## src/design/multi_led_blink_controller_defines.svh

```systemverilog
// Assertion macros used by the LED blink controller's control module.
`ifndef MULTI_LED_BLINK_CONTROLLER_DEFINES_SVH
`define MULTI_LED_BLINK_CONTROLLER_DEFINES_SVH

// Same-cycle implication, checked at every rising clock edge outside reset.
`define LBC_ASSERT_NOW(label, ante, cons, msg) \
   label: assert property (@(posedge clock) disable iff (reset) (ante) |-> (cons)) \
      else $error(msg);

// Next-cycle implication, checked at every rising clock edge outside reset.
`define LBC_ASSERT_NEXT(label, ante, cons, msg) \
   label: assert property (@(posedge clock) disable iff (reset) (ante) |=> (cons)) \
      else $error(msg);

`endif

```

## src/design/lbc_pkg.sv

```systemverilog
package lbc_pkg;

   localparam int NUM_CHANNELS = 8;
   localparam int CH_IDX_W     = (NUM_CHANNELS > 1) ? $clog2(NUM_CHANNELS) : 1;
   localparam int PIN_W        = 8;

   // Item kinds.
   localparam logic [1:0] KIND_TICK  = 2'd0;
   localparam logic [1:0] KIND_SET   = 2'd1;
   localparam logic [1:0] KIND_BLINK = 2'd2;
   localparam logic [1:0] KIND_STOP  = 2'd3;

   // Channel colour states.
   localparam logic [1:0] COLOUR_OFF = 2'd0;
   localparam logic [1:0] COLOUR_ONE = 2'd1;
   localparam logic [1:0] COLOUR_TWO = 2'd2;

   // Blink toggle modes.
   localparam logic [1:0] MODE_HOLD    = 2'd0;
   localparam logic [1:0] MODE_OFF_ONE = 2'd1;
   localparam logic [1:0] MODE_OFF_TWO = 2'd2;
   localparam logic [1:0] MODE_TWO_ONE = 2'd3;

   typedef struct packed {
      logic accept;
      logic exec;
      logic walk_step;
      logic load_result;
   } lbc_cmd_type;

   typedef struct packed {
      logic is_tick;
      logic walk_last;
      logic out_free;
   } lbc_sts_type;

endpackage

```

## src/design/multi_led_blink_controller.sv

```systemverilog
// Bank of LED channels with per-channel blinking.
//
// Input channel (req_): one item per handshake; req_tuser carries the kind
// (tick, set, blink, stop) and req_tdata the channel, time and blink fields.
// Result channel (rsp_): one item per input item, in order, giving both pin
// vectors in rsp_tdata and the bad-request flag in rsp_tuser.
// The csr_ port writes the two-colour mask; write it only while
// no item is in flight.
//
// An item is handled one at a time. A set, blink or stop item passes through
// the exec and finish states; a tick walks the channels between them, because
// a single compare unit visits one channel per cycle. Ready rises at the same
// clock edge that loads the result register.
// The result register lets the next item be accepted while the previous
// result waits; if the receiver stalls longer, the block holds its finished
// result and drops ready until the register frees up.
// Synchronous reset clears the mask and all channel state to off, not
// blinking, with zero times; ready rises in the cycle after reset is released.
module multi_led_blink_controller
   import lbc_pkg::*;
(
   input  logic              clock,
   input  logic              reset,
   input  logic              csr_we,
   input  logic [PIN_W-1:0]  csr_wdata,      // bicolor_mask
   input  logic              req_tvalid,
   output logic              req_tready,
   input  logic [55:0]       req_tdata,      // channel, now_ms, set_value, half_period_ms,
                                             // blink_mode, zero pad
   input  logic [1:0]        req_tuser,      // kind
   output logic              rsp_tvalid,
   input  logic              rsp_tready,
   output logic [15:0]       rsp_tdata,      // primary_pins, secondary_pins
   output logic              rsp_tuser       // bad_request
);

   lbc_cmd_type cmd;
   lbc_sts_type sts;

   lbc_ctrl u_ctrl (
      .clock      (clock),
      .reset      (reset),
      .req_tvalid (req_tvalid),
      .req_tready (req_tready),
      .sts        (sts),
      .cmd        (cmd)
   );

   lbc_datapath u_datapath (
      .clock      (clock),
      .reset      (reset),
      .csr_we     (csr_we),
      .csr_wdata  (csr_wdata),
      .req_tuser  (req_tuser),
      .req_tdata  (req_tdata),
      .rsp_tvalid (rsp_tvalid),
      .rsp_tready (rsp_tready),
      .rsp_tdata  (rsp_tdata),
      .rsp_tuser  (rsp_tuser),
      .cmd        (cmd),
      .sts        (sts)
   );

endmodule

```

## src/design/lbc_ctrl.sv

```systemverilog
`include "multi_led_blink_controller_defines.svh"

module lbc_ctrl
   import lbc_pkg::*;
(
   input  logic        clock,
   input  logic        reset,
   input  logic        req_tvalid,
   output logic        req_tready,
   input  lbc_sts_type sts,
   output lbc_cmd_type cmd
);

   typedef enum logic [1:0] {
      IDLE,
      EXEC,
      WALK,
      FINISH
   } state_type;

   state_type state_ff, state_in;
   logic      ready_ff;

   always_comb begin
      state_in = state_ff;
      case (state_ff)
         IDLE: begin
            if (req_tvalid && ready_ff) state_in = EXEC;
         end
         EXEC: begin
            state_in = sts.is_tick ? WALK : FINISH;
         end
         WALK: begin
            if (sts.walk_last) state_in = FINISH;
         end
         FINISH: begin
            if (sts.out_free) state_in = IDLE;
         end
         default: state_in = IDLE;
      endcase
   end

   always_ff @(posedge clock) begin
      if (reset) begin
         state_ff <= IDLE;
         ready_ff <= 1'b0;
      end else begin
         state_ff <= state_in;
         ready_ff <= (state_in == IDLE);
      end
   end

   assign req_tready      = ready_ff;
   assign cmd.accept      = req_tvalid && ready_ff;
   assign cmd.exec        = (state_ff == EXEC);
   assign cmd.walk_step   = (state_ff == WALK);
   assign cmd.load_result = (state_ff == FINISH) && sts.out_free;

   `LBC_ASSERT_NEXT(a_accept_drops_ready, req_tvalid && ready_ff, !ready_ff,
      "ready stayed high after an item was accepted")
   `LBC_ASSERT_NOW(a_ready_only_idle, ready_ff, state_ff == IDLE,
      "ready is high outside the idle state")
   `LBC_ASSERT_NEXT(a_walk_ends_in_finish, state_ff == WALK && sts.walk_last,
      state_ff == FINISH, "channel walk did not end in the finish state")
   `LBC_ASSERT_NEXT(a_finish_hands_off, state_ff == FINISH && sts.out_free,
      state_ff == IDLE && ready_ff, "result handoff did not return to idle")

endmodule

```

## src/design/lbc_datapath.sv

```systemverilog
module lbc_datapath
   import lbc_pkg::*;
(
   input  logic              clock,
   input  logic              reset,
   input  logic              csr_we,
   input  logic [PIN_W-1:0]  csr_wdata,
   input  logic [1:0]        req_tuser,
   input  logic [55:0]       req_tdata,
   output logic              rsp_tvalid,
   input  logic              rsp_tready,
   output logic [15:0]       rsp_tdata,
   output logic              rsp_tuser,
   input  lbc_cmd_type       cmd,
   output lbc_sts_type       sts
);

   function automatic logic is_bicolor(input logic [CH_IDX_W-1:0] idx,
                                       input logic [PIN_W-1:0] mask);
      return (32'(idx) < 32'd8) && mask[3'(idx)];
   endfunction

   function automatic logic [1:0] step_colour(input logic [1:0] s, input logic [1:0] m,
                                              input logic bi);
      logic [1:0] r;
      r = s;
      if (!bi || m == MODE_OFF_ONE) begin
         r = (s == COLOUR_OFF) ? COLOUR_ONE : COLOUR_OFF;
      end else if (m == MODE_OFF_TWO) begin
         r = (s == COLOUR_OFF) ? COLOUR_TWO : COLOUR_OFF;
      end else if (m == MODE_TWO_ONE) begin
         r = (s == COLOUR_TWO) ? COLOUR_ONE : COLOUR_TWO;
      end
      return r;
   endfunction

   logic [PIN_W-1:0]    mask_ff;
   logic                blinking_ff [NUM_CHANNELS];
   logic [15:0]         half_period_ff [NUM_CHANNELS];
   logic [1:0]          mode_ff [NUM_CHANNELS];
   logic [31:0]         last_ms_ff [NUM_CHANNELS];
   logic [1:0]          colour_ff [NUM_CHANNELS];

   // Latched item.
   logic [1:0]          kind_ff;
   logic [2:0]          ch_ff;
   logic [31:0]         now_ff;
   logic [1:0]          setv_ff;
   logic [15:0]         hp_ff;
   logic [1:0]          bmode_ff;
   logic                bad_ff;

   logic [CH_IDX_W-1:0] walk_idx_ff;
   logic [CH_IDX_W-1:0] ch_idx;
   logic                ch_in_range;
   logic [31:0]         elapsed;
   logic                walk_hit;
   logic [1:0]          walk_colour;

   logic                out_valid_ff;
   logic [PIN_W-1:0]    prim_ff, sec_ff;
   logic                out_bad_ff;
   logic [PIN_W-1:0]    prim, sec;

   assign ch_idx      = CH_IDX_W'(ch_ff);
   assign ch_in_range = 32'(ch_ff) < 32'(NUM_CHANNELS);

   // Elapsed time wraps modulo 2^32.
   assign elapsed     = now_ff - last_ms_ff[walk_idx_ff];
   assign walk_hit    = blinking_ff[walk_idx_ff] && (elapsed >= {16'd0, half_period_ff[walk_idx_ff]});
   assign walk_colour = step_colour(colour_ff[walk_idx_ff], mode_ff[walk_idx_ff],
                                    is_bicolor(walk_idx_ff, mask_ff));

   for (genvar g = 0; g < PIN_W; g++) begin : g_pin
      if (g < NUM_CHANNELS) begin : g_live
         assign prim[g] = (colour_ff[g] == COLOUR_ONE);
         assign sec[g]  = (colour_ff[g] == COLOUR_TWO) && mask_ff[g];
      end else begin : g_none
         assign prim[g] = 1'b0;
         assign sec[g]  = 1'b0;
      end
   end

   assign sts.is_tick   = (kind_ff == KIND_TICK);
   assign sts.walk_last = (walk_idx_ff == CH_IDX_W'(NUM_CHANNELS - 1));
   assign sts.out_free  = !out_valid_ff || rsp_tready;

   always_ff @(posedge clock) begin
      if (cmd.accept) begin
         kind_ff  <= req_tuser;
         ch_ff    <= req_tdata[2:0];
         now_ff   <= req_tdata[34:3];
         setv_ff  <= req_tdata[36:35];
         hp_ff    <= req_tdata[52:37];
         bmode_ff <= req_tdata[54:53];
      end
      if (cmd.load_result) begin
         prim_ff    <= prim;
         sec_ff     <= sec;
         out_bad_ff <= bad_ff;
      end
   end

   always_ff @(posedge clock) begin
      if (reset) begin
         mask_ff      <= '0;
         out_valid_ff <= 1'b0;
         bad_ff       <= 1'b0;
         walk_idx_ff  <= '0;
         for (int i = 0; i < NUM_CHANNELS; i++) begin
            blinking_ff[i]    <= 1'b0;
            half_period_ff[i] <= '0;
            mode_ff[i]        <= MODE_HOLD;
            last_ms_ff[i]     <= '0;
            colour_ff[i]      <= COLOUR_OFF;
         end
      end else begin
         if (csr_we) mask_ff <= csr_wdata;

         if (cmd.load_result) begin
            out_valid_ff <= 1'b1;
         end else if (rsp_tready) begin
            out_valid_ff <= 1'b0;
         end

         if (cmd.accept) begin
            bad_ff      <= 1'b0;
            walk_idx_ff <= '0;
         end

         if (cmd.exec && kind_ff != KIND_TICK && ch_in_range) begin
            case (kind_ff)
               KIND_SET: begin
                  blinking_ff[ch_idx] <= 1'b0;
                  if (setv_ff == COLOUR_OFF || setv_ff == COLOUR_ONE) begin
                     colour_ff[ch_idx] <= setv_ff;
                  end else if (setv_ff == COLOUR_TWO && is_bicolor(ch_idx, mask_ff)) begin
                     colour_ff[ch_idx] <= COLOUR_TWO;
                  end else begin
                     bad_ff <= 1'b1;
                  end
               end
               KIND_BLINK: begin
                  blinking_ff[ch_idx]    <= 1'b1;
                  half_period_ff[ch_idx] <= hp_ff;
                  mode_ff[ch_idx]        <= bmode_ff;
               end
               KIND_STOP: begin
                  blinking_ff[ch_idx] <= 1'b0;
                  colour_ff[ch_idx]   <= COLOUR_OFF;
               end
               default: ;
            endcase
         end

         if (cmd.walk_step) begin
            if (walk_hit) begin
               last_ms_ff[walk_idx_ff] <= now_ff;
               colour_ff[walk_idx_ff]  <= walk_colour;
            end
            if (!sts.walk_last) walk_idx_ff <= walk_idx_ff + 1'b1;
         end
      end
   end

   assign rsp_tvalid = out_valid_ff;
   assign rsp_tdata  = {sec_ff, prim_ff};
   assign rsp_tuser  = out_bad_ff;

endmodule

```

## config.mk

```make
export PLATFORM = sky130hd
export DESIGN_NAME = multi_led_blink_controller
export DESIGN_NICKNAME = d
export VERILOG_FILES = /design/src/design/lbc_pkg.sv /design/src/design/multi_led_blink_controller.sv /design/src/design/lbc_ctrl.sv /design/src/design/lbc_datapath.sv
export VERILOG_INCLUDE_DIRS = /design/src /design/src/design
export SDC_FILE = /design/constraint.sdc
export NUM_CORES = 1
export LEC_CHECK = 0
export ABC_AREA = 1
export BUFFER_PORTS_ARGS = -buffer_cell sky130_fd_sc_hd__buf_4
export CORE_MARGIN = 1
export CORE_UTILIZATION = 45
export CTS_CLUSTER_DIAMETER = 60
export DETAILED_ROUTE_END_ITERATION = 6
export SLEW_MARGIN = 40
export SYNTH_ARGS = -nofsm -noshare
export SYNTH_HDL_FRONTEND = slang
export SYNTH_HIERARCHICAL = 1
export SYNTH_SLANG_ARGS = --single-unit
```

## constraint.sdc

```tcl
create_clock -name clock -period 6 [get_ports clock]
set_input_delay 1.2 -clock clock [delete_from_list [all_inputs] [get_ports clock]]
set_output_delay 1.2 -clock clock [all_outputs]
set_load 0.05 [all_outputs]
```

==> results by group <==
Outcome
  • Status: finished with violations
  • Failing checks: design-rule violations

Die
  • Die H: ~230 um
  • Starting Density: ~46%
  • Core area: between 50000 and 60000 um^2
  • Die width: between 200 and 250 um
  • Full die area: 54490 um^2
  • Ports: 90
  • Cell Rows: between 80 and 90

Place
  • Placed Instance Area: about 26000 um^2
  • RD Place Congestion: between 0.9 and 1
  • DP Cell Count: about 3100
  • Port-buffer cells: ~90
  • Hpwl dp: approximately 47000 um

Routing
  • Remaining antenna violation count after routing: 0
  • Via-per-instance ratio: roughly 5.5
  • Post-detailed-routing wire length: about 72000 um
  • Vias after detailed routing: 17995
  • DRT Pass-1 Iters: 7
  • # DRC: 6
  • 1st-iter DRT viols: 1900
  • DR WL/cell: 22.04 um

Timing
  • Clock Skew: approximately 0.030 ns
  • Sum Neg Setup Slack: 0 ns
  • Min cycle time layout: roughly 5.6 ns
  • Slew Limit Fails: 0
  • Max frequency: between 150 and 200 MHz
  • Final Hold Violating Endpoints: 0
  • Worst-margin pin slew: 0.8365 ns
  • Endpoints failing setup: 0
  • RSZ-0062 raised after global routing: false
  • Relative slew slack: between 40% and 50%
  • Final period utilization: 93.38%

Yosys
  • Complex-gate fraction of the synthesized area: ~7%
  • Post-synthesis adder-cell area fraction: under 10%
  • Area leader, netlist: edfxtp_1
  • Main combinational cell family by area after synthesis: simple AND/OR/NAND/NOR gates
  • Area fraction of the dominant cell type after synthesis: a little over 60%
  • Post-synth EDFFs: around 500
  • Synth Area in Simple Gates: between 20 and 25%
  • Post-synth cell types: 44
  • Synth Area in XOR/XNOR: less than 1%
  • Mux share of post-synthesis cell area: 0%
  • Main synth FF type: edfxtp_1
  • Syn Area/Cell: between 10 and 15 um^2
  • Mapped Nets: ~2500
  • Post-Syn Area: around 24000 um^2
  • Top cells by area, synth: edfxtp_1, nor2_1, nand2_1, inv_1, ha_1
  • Asr flop ratio synth: 0%
  • Seq/Total Area, Yosys: 63.38%
  • Ys Warns: 6
  • Flops & latches, synth: a little over 500
  • Cell count after synthesis: about 2400

Critical path
  • Critical Path Source Type: register
  • Reg2reg setup slack: 0.40 ns
  • Worst r2r path cells: 28
  • WS Path Type: reg -> reg
  • Critical path's most frequent cell: nand2_1
  • WP data arrival: 5.92 ns
  • Critical path's largest stage delay: ~0.44 ns
  • Critical Path End Type: register
  • Critical R2R Capture: u_datapath/last_ms_ff[7][4]$_SDFFCE_PN0P_
  • Crit-path slowest cell: dfxtp_1
  • CP Max Fanout: 24
  • CP required: roughly 6.3 ns
  • Worst R2R Start: u_datapath/walk_idx_ff[0]$_SDFF_PP0_

Clock network
  • Number of CTS-inserted buffers: between 50 and 60
  • Hold-fix buffers, CTS: 0
  • Root buf cell: clkbuf_16
  • Post-CTS Setup Bufs: 0
  • CTS Sinks: slightly above 500
  • CTS clk-pin slew, worst paths: ~0.060 ns
  • Clk_lat worst skew: approximately 0.63 ns
  • CTS max path bufs: 3
  • CTS tree: built
  • CTS HTree Levels: 2

Pwr
  • Reg power frac: around 37%
  • Pleak: roughly 12 nW
  • Power Density: 417.2 nW/um^2
  • Comb pwr share: 32.1%
  • Switching power share of the total: between 30% and 40%
  • Clk pwr share: between 30% and 40%
  • Internal power: ~7.4 mW
  • Switching Power: between 4 and 5 mW
  • Peak supply drop: ~0.00029 V

Hold path
  • Hold Crit Depth: 0
  • Hold Path End: u_datapath/rsp_tuser$_DFFE_PP_
  • Worst Hold Class: reg -> reg
  • HP Start: u_datapath/bad_ff$_SDFF_PP0_

Final layout
  • Final Cell Area: 27860 um^2
  • Fraction of layout cells with a size suffix above 1: around 12%
  • Synthesis-to-layout area growth: 15.60%
  • Post-layout util: approximately 53%
  • Diodes inserted: 0
  • Final Non-Filler Cells: 3247
  • Nets: about 2600

Global routing
  • First-pass GRT wire length: ~110000 um
  • Initial antenna violation count: 0
  • Grt total ovfl: 0
  • Largest net degree at the start of global routing: 44
  • GRT Util Overall: 26.42%
  • Number of global-route vias before repair: ~17000

Job
  • Max cap viols: 0
==> kinds of logic (layout without fill, tap and decap cells) <==
| group | count (synthesis) | in the layout |
|---|---|---|
| buffers and inverters | 380 | 572 |
| DFF | 514 | 514 |
| adders and majority gates | 52 | 52 |
| xor gates and xnor gates | 14 | 14 |
| AOI/OAI and AO/OA | 237 | 237 |
| and+or+nand+nor | 1170 | 1170 |
==> flip-flops by register name, summed over array words and instances, names as in the netlist, 16 cells and up <==
name,count
u_datapath/hp_ff,16
u_datapath/mode_ff,16
u_datapath/last_ms_ff,256
u_datapath/now_ff,32
u_datapath/half_period_ff,128
u_datapath/colour_ff,16
==> through the flow <==
stage	power, mW	hold WS [ns]	setup slack, ns
2_1_floorplan	6.680	0.4086	0.7930
3_3_place_gp	7.950	0.4208	0.5014
3_5_place_dp	7.998	0.4219	0.4181
4_1_cts	11.63	0.4377	0.3631
5_1_grt	12.21	0.4499	0.06074
6_report	11.62	0.4417	0.3972
==> power groups by stage <==
stage                     Clock [mW]  Combinational [mW]  Sequential [mW]
after floorplan                    0                2.36             4.32
after global placement             0                3.62             4.33
after detailed placement           0                3.66             4.33
after CTS                       3.68                3.69             4.26
after global routing            3.81                4.13             4.27
final                           3.63                3.73             4.26
==> final cells by class <==
cell class / instances / area (um^2)
Clock inverter: 39 / 387.9
Timing Repair Buffer: 167 / 1358
Tap cell: 688 / 860.8
Inverter: 295 / 1107
Clock buffer: 71 / 1564
Sequential cell: 514 / 15280
Multi-Input combinational cell: 1473 / 7307
Fill cell: 4706 / 24900
==> synth_stat cells (4+ instances only) <==
| library cell | n |
|---|---|
| inv_2 | 6 |
| buf_6 | 11 |
| nor2_1 | 509 |
| o21ai_0 | 23 |
| edfxtp_1 | 498 |
| inv_1 | 272 |
| nor3_1 | 11 |
| a22oi_1 | 53 |
| buf_1 | 14 |
| a21oi_1 | 49 |
| nand4_1 | 67 |
| buf_2 | 28 |
| xor2_1 | 12 |
| o22ai_1 | 20 |
| dfxtp_1 | 16 |
| nand2_1 | 484 |
| clkinv_1 | 17 |
| nor2_2 | 11 |
| clkbuf_1 | 32 |
| nand3_2 | 6 |
| a22o_1 | 42 |
| a221oi_1 | 39 |
| nand3_1 | 63 |
| nand3b_1 | 4 |
| ha_1 | 51 |
==> per-layer routing <==
| metal | GRT usage (%) | wire (um) | up-vias |
|---|---|---|---|
| met5 | 0 | 0 | - |
| met4 | 7.488 | 1878 | 0 |
| met3 | 3.735 | 5365 | 122 |
| met2 | 43.21 | 33680 | 756 |
| met1 | 36.67 | 30650 | 8786 |
| li1 | - | - | 8331 |
==> critical path, delay by kind of cell (launching register included) <==
family,cells,cell delay (ns)
AND/OR/NAND/NOR,17,2.24
buffers and inverters,5,1.17
adder cells (fa/ha/maj),2,0.67
AO/OA/AOI/OAI,3,0.45
flip-flops,1,0.44
XOR/XNOR,1,0.25
==> layout by cell type, fill, tap and decap left out, drive strengths merged <==
cell type | netlist | layout
nand2 | 486 | 486
clkinvlp | 0 | 2
fa | 1 | 1
o21ai | 26 | 26
dfxtp | 16 | 16
xor2 | 12 | 12
ha | 51 | 51
o21a | 1 | 1
nand3b | 4 | 4
o2111ai | 1 | 1
bufinv | 0 | 6
nor4 | 1 | 1
and2 | 3 | 3
o22ai | 20 | 20
o31a | 1 | 1
or2 | 1 | 1
nand3 | 72 | 72
and3 | 1 | 1
clkbuf | 32 | 71
edfxtp | 498 | 498
o211ai | 2 | 2
a221oi | 39 | 39
nor3 | 15 | 15
a22o | 42 | 42
nand4 | 67 | 67
a211oi | 1 | 1
clkinv | 17 | 36
a21oi | 50 | 50
buf | 53 | 167
inv | 278 | 290
a22oi | 53 | 53
xnor2 | 2 | 2
nor2 | 520 | 520
o21bai | 1 | 1
==> worst max path at each step <==
stage                                          from                                    endpoint  slack (ns)  cells after the start
2_1_floorplan  u_datapath/walk_idx_ff[0]$_SDFF_PP0_   u_datapath/last_ms_ff[0][0]$_SDFFCE_PN0P_        0.79                     30
3_3_place_gp   u_datapath/walk_idx_ff[1]$_SDFF_PP0_   u_datapath/last_ms_ff[7][8]$_SDFFCE_PN0P_        0.50                     27
3_5_place_dp   u_datapath/walk_idx_ff[1]$_SDFF_PP0_   u_datapath/last_ms_ff[7][8]$_SDFFCE_PN0P_        0.42                     27
4_1_cts        u_datapath/walk_idx_ff[1]$_SDFF_PP0_  u_datapath/last_ms_ff[7][11]$_SDFFCE_PN0P_        0.36                     27
5_1_grt        u_datapath/walk_idx_ff[2]$_SDFF_PP0_  u_datapath/last_ms_ff[7][11]$_SDFFCE_PN0P_        0.06                     28
6_report       u_datapath/walk_idx_ff[0]$_SDFF_PP0_   u_datapath/last_ms_ff[7][4]$_SDFFCE_PN0P_        0.40                     28
==> timing repair <==
item / 4_1_cts / 5_1_grt
endpoints found under the hold margin: 0 / 0
endpoints found under the setup margin: 0 / 46
resized for setup: 0 / 2
Note: power is estimated with default switching activity, not from simulation.
